==> src/hdl/kmrr_pkg.sv <==
package kmrr_pkg;

   localparam int unsigned KEY_W = 16;
   localparam int unsigned MOUSE_W = 16;
   localparam int unsigned STICK_W = 12;
   localparam int unsigned AIM_W = 16;
   localparam int unsigned STEP_W = 8;
   localparam int unsigned LIMIT_W = 10;
   localparam int unsigned MLIM_W = 15;
   localparam int unsigned GAIN_W = 16;
   localparam int unsigned CSR_IDX_W = 3;
   localparam int unsigned CSR_DATA_W = 16;

   // key bit positions
   localparam int unsigned KEY_W_BIT = 0;
   localparam int unsigned KEY_S_BIT = 1;
   localparam int unsigned KEY_A_BIT = 2;
   localparam int unsigned KEY_D_BIT = 3;
   localparam int unsigned KEY_SHIFT_BIT = 4;

   // register indexes
   localparam logic [CSR_IDX_W-1:0] REG_FAST_STEP = 3'd0;
   localparam logic [CSR_IDX_W-1:0] REG_FAST_LIMIT = 3'd1;
   localparam logic [CSR_IDX_W-1:0] REG_SLOW_STEP = 3'd2;
   localparam logic [CSR_IDX_W-1:0] REG_SLOW_LIMIT = 3'd3;
   localparam logic [CSR_IDX_W-1:0] REG_MOUSE_X_LIMIT = 3'd4;
   localparam logic [CSR_IDX_W-1:0] REG_MOUSE_Y_LIMIT = 3'd5;
   localparam logic [CSR_IDX_W-1:0] REG_MOUSE_X_GAIN = 3'd6;
   localparam logic [CSR_IDX_W-1:0] REG_MOUSE_Y_GAIN = 3'd7;

   // reset values
   localparam logic [STEP_W-1:0] RST_FAST_STEP = 8'd50;
   localparam logic [LIMIT_W-1:0] RST_FAST_LIMIT = 10'd660;
   localparam logic [STEP_W-1:0] RST_SLOW_STEP = 8'd16;
   localparam logic [LIMIT_W-1:0] RST_SLOW_LIMIT = 10'd360;
   localparam logic [MLIM_W-1:0] RST_MOUSE_LIMIT = 15'd5000;
   localparam logic [GAIN_W-1:0] RST_MOUSE_GAIN = 16'd52429;
   localparam logic [STEP_W-1:0] RST_STEP_IN_USE = 8'd10;
   localparam logic [LIMIT_W-1:0] RST_LIMIT_IN_USE = 10'd660;

   typedef struct packed {
      logic [KEY_W-1:0] key_bits;
      logic signed [MOUSE_W-1:0] mouse_dx;
      logic signed [MOUSE_W-1:0] mouse_dy;
      logic keyboard_active;
   } req_type;

   typedef struct packed {
      logic signed [STICK_W-1:0] forward_stick;
      logic signed [STICK_W-1:0] side_stick;
      logic signed [AIM_W-1:0] aim_x;
      logic signed [AIM_W-1:0] aim_y;
   } rsp_type;

endpackage

==> src/hdl/key_mouse_to_ramped_rocker.sv <==
// A request passes through the input register (s1) and then the result register to rsp_valid.
// Throughput: one transaction per cycle while rsp_ready is high; stick levels are read and
// updated in the single logic stage between the two registers, so frames chain without gaps.
// Reset (synchronous, active high): both levels to zero, step/limit in use to 10/660,
// configuration registers to their defaults, both pipeline stages empty.
module key_mouse_to_ramped_rocker (
   input  logic clock,
   input  logic reset,
   input  logic req_valid,
   output logic req_ready,
   input  kmrr_pkg::req_type req_data,
   output logic rsp_valid,
   input  logic rsp_ready,
   output kmrr_pkg::rsp_type rsp_data,
   input  logic csr_valid,
   output logic csr_ready,
   input  logic [kmrr_pkg::CSR_IDX_W-1:0] csr_index,
   input  logic [kmrr_pkg::CSR_DATA_W-1:0] csr_data
);

   localparam int unsigned LW = kmrr_pkg::STICK_W + 1;

   logic [kmrr_pkg::STEP_W-1:0] fast_step_ff, slow_step_ff, step_in_use_ff, step_in_use_in;
   logic [kmrr_pkg::LIMIT_W-1:0] fast_limit_ff, slow_limit_ff, limit_in_use_ff, limit_in_use_in;
   logic [kmrr_pkg::MLIM_W-1:0] mouse_x_limit_ff, mouse_y_limit_ff;
   logic [kmrr_pkg::GAIN_W-1:0] mouse_x_gain_ff, mouse_y_gain_ff;

   logic signed [kmrr_pkg::STICK_W-1:0] forward_level_ff, side_level_ff;
   logic signed [LW-1:0] forward_level_in, side_level_in;

   logic s1_valid_ff, s1_valid_in;
   kmrr_pkg::req_type s1_data_ff;
   logic rsp_valid_ff, rsp_valid_in;
   kmrr_pkg::rsp_type rsp_data_ff, rsp_data_in;
   logic advance;

   function automatic logic signed [LW-1:0] ramp(
      input logic signed [LW-1:0] v_in,
      input logic up,
      input logic down,
      input logic [kmrr_pkg::STEP_W-1:0] step,
      input logic [kmrr_pkg::LIMIT_W-1:0] lim
   );
      logic signed [LW-1:0] v, st, mx, mn, zero;
      begin
         zero = '0;
         v = v_in;
         st = $signed({{(LW-kmrr_pkg::STEP_W){1'b0}}, step});
         mx = $signed({{(LW-kmrr_pkg::LIMIT_W){1'b0}}, lim});
         mn = -mx;
         // pull back a level left outside the limit by a smaller limit
         if (v > mx) begin
            v = v - st;
            if (v < mx) v = mx;
         end else if (v < mn) begin
            v = v + st;
            if (v > mn) v = mn;
         end
         if (up && !down) begin
            if (v < zero) v = v + st;
            if (v < mx) begin
               v = v + st;
               if (v > mx) v = mx;
            end
         end else if (down && !up) begin
            if (v > zero) v = v - st;
            if (v > mn) begin
               v = v - st;
               if (v < mn) v = mn;
            end
         end else begin
            if (v < zero) begin
               v = v + st;
               if (v > zero) v = zero;
            end else if (v > zero) begin
               v = v - st;
               if (v < zero) v = zero;
            end
         end
         return v;
      end
   endfunction

   function automatic logic signed [kmrr_pkg::AIM_W-1:0] aim(
      input logic signed [kmrr_pkg::MOUSE_W-1:0] raw,
      input logic [kmrr_pkg::MLIM_W-1:0] lim,
      input logic [kmrr_pkg::GAIN_W-1:0] gain
   );
      logic signed [kmrr_pkg::MOUSE_W:0] x, l;
      logic [kmrr_pkg::MLIM_W-1:0] mag;
      logic [kmrr_pkg::MLIM_W+kmrr_pkg::GAIN_W-1:0] prod;
      logic [kmrr_pkg::AIM_W-1:0] sc;
      begin
         x = {raw[kmrr_pkg::MOUSE_W-1], raw};
         l = $signed({2'b00, lim});
         if (x > l) x = l;
         else if (x < -l) x = -l;
         mag = x[kmrr_pkg::MOUSE_W] ? kmrr_pkg::MLIM_W'(-x) : x[kmrr_pkg::MLIM_W-1:0];
         prod = mag * gain;
         sc = {1'b0, prod[kmrr_pkg::MLIM_W+kmrr_pkg::GAIN_W-1:kmrr_pkg::GAIN_W]};
         if (x[kmrr_pkg::MOUSE_W]) sc = -sc;
         return $signed(sc);
      end
   endfunction

   assign advance = !rsp_valid_ff || rsp_ready;
   assign req_ready = !s1_valid_ff || advance;
   assign rsp_valid = rsp_valid_ff;
   assign rsp_data = rsp_data_ff;
   assign csr_ready = 1'b1;

   always_comb begin
      s1_valid_in = s1_valid_ff;
      rsp_valid_in = rsp_valid_ff;
      if (advance) begin
         rsp_valid_in = s1_valid_ff;
         s1_valid_in = 1'b0;
      end
      if (req_valid && req_ready) s1_valid_in = 1'b1;
   end

   always_comb begin
      forward_level_in = ramp({forward_level_ff[kmrr_pkg::STICK_W-1], forward_level_ff},
                              s1_data_ff.key_bits[kmrr_pkg::KEY_W_BIT],
                              s1_data_ff.key_bits[kmrr_pkg::KEY_S_BIT],
                              step_in_use_ff, limit_in_use_ff);
      side_level_in = ramp({side_level_ff[kmrr_pkg::STICK_W-1], side_level_ff},
                           s1_data_ff.key_bits[kmrr_pkg::KEY_D_BIT],
                           s1_data_ff.key_bits[kmrr_pkg::KEY_A_BIT],
                           step_in_use_ff, limit_in_use_ff);
      rsp_data_in.forward_stick = forward_level_in[kmrr_pkg::STICK_W-1:0];
      rsp_data_in.side_stick = side_level_in[kmrr_pkg::STICK_W-1:0];
      rsp_data_in.aim_x = aim(s1_data_ff.mouse_dx, mouse_x_limit_ff, mouse_x_gain_ff);
      rsp_data_in.aim_y = aim(s1_data_ff.mouse_dy, mouse_y_limit_ff, mouse_y_gain_ff);

      // latch next frame's step and limit from this frame's shift key when keyboard_active is set
      step_in_use_in = step_in_use_ff;
      limit_in_use_in = limit_in_use_ff;
      if (s1_data_ff.keyboard_active) begin
         if (s1_data_ff.key_bits[kmrr_pkg::KEY_SHIFT_BIT]) begin
            step_in_use_in = fast_step_ff;
            limit_in_use_in = fast_limit_ff;
         end else begin
            step_in_use_in = slow_step_ff;
            limit_in_use_in = slow_limit_ff;
         end
      end
   end

   always_ff @(posedge clock) begin
      if (reset) begin
         s1_valid_ff <= 1'b0;
         rsp_valid_ff <= 1'b0;
         forward_level_ff <= '0;
         side_level_ff <= '0;
         step_in_use_ff <= kmrr_pkg::RST_STEP_IN_USE;
         limit_in_use_ff <= kmrr_pkg::RST_LIMIT_IN_USE;
      end else begin
         s1_valid_ff <= s1_valid_in;
         rsp_valid_ff <= rsp_valid_in;
         if (s1_valid_ff && advance) begin
            forward_level_ff <= forward_level_in[kmrr_pkg::STICK_W-1:0];
            side_level_ff <= side_level_in[kmrr_pkg::STICK_W-1:0];
            step_in_use_ff <= step_in_use_in;
            limit_in_use_ff <= limit_in_use_in;
         end
      end
   end

   always_ff @(posedge clock) begin
      if (req_valid && req_ready) s1_data_ff <= req_data;
      if (s1_valid_ff && advance) rsp_data_ff <= rsp_data_in;
   end

   always_ff @(posedge clock) begin
      if (reset) begin
         fast_step_ff <= kmrr_pkg::RST_FAST_STEP;
         fast_limit_ff <= kmrr_pkg::RST_FAST_LIMIT;
         slow_step_ff <= kmrr_pkg::RST_SLOW_STEP;
         slow_limit_ff <= kmrr_pkg::RST_SLOW_LIMIT;
         mouse_x_limit_ff <= kmrr_pkg::RST_MOUSE_LIMIT;
         mouse_y_limit_ff <= kmrr_pkg::RST_MOUSE_LIMIT;
         mouse_x_gain_ff <= kmrr_pkg::RST_MOUSE_GAIN;
         mouse_y_gain_ff <= kmrr_pkg::RST_MOUSE_GAIN;
      end else if (csr_valid && csr_ready) begin
         unique case (csr_index)
            kmrr_pkg::REG_FAST_STEP:
               fast_step_ff <= csr_data[kmrr_pkg::STEP_W-1:0];
            kmrr_pkg::REG_FAST_LIMIT:
               fast_limit_ff <= csr_data[kmrr_pkg::LIMIT_W-1:0];
            kmrr_pkg::REG_SLOW_STEP:
               slow_step_ff <= csr_data[kmrr_pkg::STEP_W-1:0];
            kmrr_pkg::REG_SLOW_LIMIT:
               slow_limit_ff <= csr_data[kmrr_pkg::LIMIT_W-1:0];
            kmrr_pkg::REG_MOUSE_X_LIMIT:
               mouse_x_limit_ff <= csr_data[kmrr_pkg::MLIM_W-1:0];
            kmrr_pkg::REG_MOUSE_Y_LIMIT:
               mouse_y_limit_ff <= csr_data[kmrr_pkg::MLIM_W-1:0];
            kmrr_pkg::REG_MOUSE_X_GAIN:
               mouse_x_gain_ff <= csr_data[kmrr_pkg::GAIN_W-1:0];
            kmrr_pkg::REG_MOUSE_Y_GAIN:
               mouse_y_gain_ff <= csr_data[kmrr_pkg::GAIN_W-1:0];
            default: ;
         endcase
      end
   end

   a_forward_bound: assert property (@(posedge clock) disable iff (reset)
      forward_level_ff <= 12'sd1023 && forward_level_ff >= -12'sd1023)
      else $error("forward level outside +/-1023");

   a_side_bound: assert property (@(posedge clock) disable iff (reset)
      side_level_ff <= 12'sd1023 && side_level_ff >= -12'sd1023)
      else $error("side level outside +/-1023");

   a_state_hold: assert property (@(posedge clock) disable iff (reset)
      !(s1_valid_ff && advance) |=> $stable(forward_level_ff) && $stable(side_level_ff)
         && $stable(step_in_use_ff) && $stable(limit_in_use_ff))
      else $error("stick state changed without a frame advancing");

endmodule
==> config.mk <==
export PLATFORM = sky130hd
export DESIGN_NAME = key_mouse_to_ramped_rocker
export DESIGN_NICKNAME = d
export VERILOG_FILES = /design/src/hdl/kmrr_pkg.sv /design/src/hdl/key_mouse_to_ramped_rocker.sv
export SDC_FILE = /design/constraint.sdc
export NUM_CORES = 2
export LEC_CHECK = 0
export BUFFER_PORTS_ARGS = -buffer_cell sky130_fd_sc_hd__buf_4
export CAP_MARGIN = 20
export CORE_MARGIN = 5
export CORE_UTILIZATION = 39
export DETAILED_ROUTE_END_ITERATION = 7
export SETUP_SLACK_MARGIN = 0.1
export SYNTH_ARGS = -nofsm -noshare
export SYNTH_HDL_FRONTEND = slang
export SYNTH_SLANG_ARGS = --single-unit
==> constraint.sdc <==
create_clock -name clock -period 13.5 [get_ports clock]
set_clock_uncertainty 0.15 [all_clocks]
set_input_delay 1.35 -clock clock [delete_from_list [all_inputs] [get_ports clock]]
set_output_delay 1.35 -clock clock [all_outputs]
set_load 0.02 [all_outputs]
==> impl_metrics.xml <==
<?xml version="1.0" encoding="UTF-8"?>
<metrics>
  <group name="setup_path">
    <metric name="r2r-end" unit="">rsp_data[26]</metric>
    <metric name="setup.worst_path.end" unit="">rsp_data[26]</metric>
    <metric name="worst_path_max_delay_cell" unit="">or3b_2</metric>
    <metric name="required_arrival_time_at_the_worst_endpoint" unit="ps">13660</metric>
    <metric name="worst_setup_path_end_kind" unit="">flip-flop</metric>
    <metric name="rrSetupSlack" unit="ps">920</metric>
    <metric name="worst_setup_sp_type" unit="">flip-flop</metric>
    <metric name="timing_startpoint_of_the_critical_path" unit="">mouse_x_limit_ff[0]</metric>
    <metric name="timing.rr.start" unit="">mouse_x_limit_ff[0]</metric>
    <metric name="crit_path_max_fanout" unit="">15</metric>
    <metric name="reg2regPathDepth" unit="">45</metric>
    <metric name="cp_data_arrival_time" unit="ps">12740</metric>
    <metric name="max_stage_delay" unit="ps">540</metric>
    <metric name="criticalPathCategory" unit="">reg -&gt; reg</metric>
  </group>
  <group name="global_routing">
    <metric name="grt_start_max_net_pins" unit="">80</metric>
    <metric name="grt-ovfl-total" unit="">0</metric>
    <metric name="first_global_vias" unit="">35800</metric>
    <metric name="global_route_wire_length_before_repair" unit="um">208000</metric>
    <metric name="grt_use_total" unit="">0.233</metric>
    <metric name="antenna_found_initial" unit="">4</metric>
  </group>
  <group name="run">
    <metric name="drv.max_cap_violation_count" unit="">0</metric>
  </group>
  <group name="logic_synthesis">
    <metric name="yosys_warnings" unit="">0</metric>
    <metric name="most_frequent_cell_after_synthesis" unit="">inv_1</metric>
    <metric name="yosysUniqueCellTypes" unit="">107</metric>
    <metric name="synth_flop_cell" unit="">dfxtp_1</metric>
    <metric name="syn_inst" unit="">5032</metric>
    <metric name="seq_area_frac_synth" unit="">0.138</metric>
    <metric name="synthTopCellsByCount" unit="">inv_1, nand2_1, ha_1, fa_1, nor2_1</metric>
    <metric name="ys_top_cells_by_area" unit="">fa_1, ha_1, dfxtp_1</metric>
    <metric name="syn-cell-area" unit="um^2">41200</metric>
    <metric name="synth-edff-count" unit="">94</metric>
    <metric name="yosysTopAreaCellShare" unit="">0.180</metric>
    <metric name="synthDominantAreaCellType" unit="">fa_1</metric>
    <metric name="async_reset_ff_frac" unit="">0</metric>
    <metric name="ys_seq_elements" unit="">236</metric>
    <metric name="syn-num-nets" unit="">6002</metric>
    <metric name="post_synth.cell_area_avg" unit="um^2">8.18</metric>
  </group>
  <group name="drt">
    <metric name="ratio_of_routed_vias_to_standard_cells" unit="">5.64</metric>
    <metric name="drt-initial-drc-count" unit="">2829</metric>
    <metric name="vias" unit="">36700</metric>
    <metric name="drc" unit="">0</metric>
    <metric name="final_routed_wirelength_across_all_metal_layers" unit="um">134000</metric>
    <metric name="postRouteAntennaNets" unit="">0</metric>
    <metric name="drt_pass1_iterations" unit="">6</metric>
    <metric name="routed_wire_length_per_instance" unit="um">20.6</metric>
  </group>
  <group name="floorplanning">
    <metric name="chipWidth" unit="um">335</metric>
    <metric name="floorplan.core_area" unit="um^2">105000</metric>
    <metric name="floorplan_row_count" unit="">119</metric>
    <metric name="die_h" unit="um">335</metric>
    <metric name="initial_core_util" unit="">0.392</metric>
    <metric name="ios" unit="">132</metric>
    <metric name="die-area" unit="um^2">112000</metric>
  </group>
  <group name="placement">
    <metric name="place.gp.congestion" unit="">0.969</metric>
    <metric name="detailed_place_hpwl" unit="um">105000</metric>
    <metric name="numPlacedInstances" unit="">6432</metric>
    <metric name="io_buffer_count" unit="">119</metric>
  </group>
  <group name="sta">
    <metric name="worst_slew_pin_slew" unit="ps">1110</metric>
    <metric name="max_freq" unit="GHz">0.0795</metric>
    <metric name="slew_headroom" unit="">0.259</metric>
    <metric name="unrepaired_setup_endpoints_after_global_routing" unit="">no</metric>
    <metric name="finalMaxSlewViolations" unit="">0</metric>
    <metric name="setup-tns-final" unit="ps">0</metric>
    <metric name="min_period" unit="ps">12580</metric>
    <metric name="final_worst_path_period_share" unit="">0.932</metric>
    <metric name="finalHoldViolations" unit="">0</metric>
    <metric name="setup_violations" unit="">0</metric>
  </group>
  <group name="clocking">
    <metric name="cts.sinks" unit="">236</metric>
    <metric name="clk_pin_slew" unit="ps">60</metric>
    <metric name="cts.path.max_buffers" unit="">3</metric>
    <metric name="cts_hold_repair.buffers" unit="">0</metric>
    <metric name="ctsHtreeMaxLevel" unit="">2</metric>
    <metric name="insertion_delay_of_the_later_clocked_pin_in_the_worst_skew_pair" unit="ps">570</metric>
    <metric name="cts_made_buffers" unit="">34</metric>
    <metric name="clock-root-buffer" unit="">clkbuf_16</metric>
    <metric name="tritoncts" unit="">done</metric>
  </group>
  <group name="cells_and_area">
    <metric name="area_delta_synth_final" unit="%">9.33</metric>
    <metric name="num-nets-final" unit="">6050</metric>
    <metric name="fraction_of_layout_cells_with_a_size_suffix_above_1" unit="">0.0719</metric>
    <metric name="seqCellArea" unit="um^2">5670</metric>
    <metric name="final-instance-count-excl-fill" unit="">6499</metric>
    <metric name="multi_input_comb_area" unit="um^2">32400</metric>
    <metric name="fillers" unit="">10600</metric>
  </group>
  <group name="hold_path">
    <metric name="min_path_type" unit="">reg -&gt; reg</metric>
  </group>
  <group name="status">
    <metric name="status" unit="">finished clean</metric>
  </group>
</metrics>
==> flip-flops by register name (all words and copies together), names as in the netlist <==
register	cells
fast_limit_ff	10
mouse_x_gain_ff	16
s1_data_ff	38
mouse_y_gain_ff	16
slow_limit_ff	10
fast_step_ff	8
forward_level_ff	12
rsp_data	56
mouse_y_limit_ff	15
limit_in_use_ff	10
slow_step_ff	8
step_in_use_ff	8
mouse_x_limit_ff	15
rsp_valid	1
side_level_ff	12
s1_valid_ff	1
==> cells by family after synthesis <==
family          count (synthesis)  share of synthesized area
mux                            94                     0.0234
buf+inv                       822                     0.0766
fa+ha+maj                     897                      0.340
compound gates               1078                      0.175
flops                         236                      0.138
xor+xnor                      205                     0.0438
other cells                     1                  0.0000911
simple gates                 1699                      0.204
==> timing repair <==
item,in CTS,in global routing
setup buffers,0,2
setup endpoints to repair,0,12
endpoints found under the hold margin,0,0
resized for setup,0,4
==> worst min-delay path by stage <==
stage	from	to	slack, ps	depth (start not counted)
after floorplan	slow_limit_ff[0]	slow_limit_ff[0]	290	2
after global placement	fast_limit_ff[1]	fast_limit_ff[1]	290	2
after detailed placement	slow_step_ff[7]	slow_step_ff[7]	300	2
after CTS	slow_step_ff[7]	slow_step_ff[7]	300	2
after global routing	slow_step_ff[7]	slow_step_ff[7]	320	2
final	slow_step_ff[7]	slow_step_ff[7]	300	2
==> cells in the final DEF, fill, tap and decap left out, types with 58 or more instances in the layout <==
cell type,instances
o21ai_0,201
a21oi_1,284
ha_1,527
xnor2_1,144
inv_1,603
nand3_1,73
dfxtp_1,142
nor3_1,77
nor2b_1,175
fa_1,370
nand2b_1,81
xor2_1,58
mux2i_1,77
nor2_1,337
a21o_1,87
and2_1,151
edfxtp_1,94
nand2_1,577
buf_4,227
==> cell type report <==
cell class	instances	share of cell area
clock buffers	43	0.0217
clock inverters	19	0.00409
multi-input cells	3974	0.721
diodes	2	0.000111
flip-flops and latches	236	0.126
repair buffers	228	0.0381
inverters	606	0.0506
well taps	1391	0.0387
==> critical path, delay by kind of cell, from the launching register on <==
kind,cells,cell delay (ps)
AO/OA/AOI/OAI,15,3840
XOR/XNOR,4,800
adder cells (fa/ha/maj),9,3740
buffers and inverters,6,400
flip-flops,1,400
AND/OR/NAND/NOR,11,2950
==> routing by layer <==
metal / GRT usage / share of wire
met5: 0 / 0.00016
met3: 0.0315 / 0.067
met4: 0.0766 / 0.036
met2: 0.365 / 0.43
met1: 0.333 / 0.46
==> per-stage QoR <==
| step | utilization | instance area, um^2 | worst slack [ps] | hold slack, ps |
|---|---|---|---|---|
| after global routing | 0.428 | 45000 | 136 | 320 |
| after global placement | 0.416 | 43800 | 933 | 292 |
| after detailed placement | 0.417 | 43800 | 887 | 296 |
| after floorplan | - | 41200 | 1610 | 286 |
| after CTS | 0.428 | 45000 | 795 | 304 |
| final | 0.428 | 45000 | 917 | 304 |
Power is not shown: default switching activity piles up to over one toggle a cycle in this logic, so the estimate is an artifact.
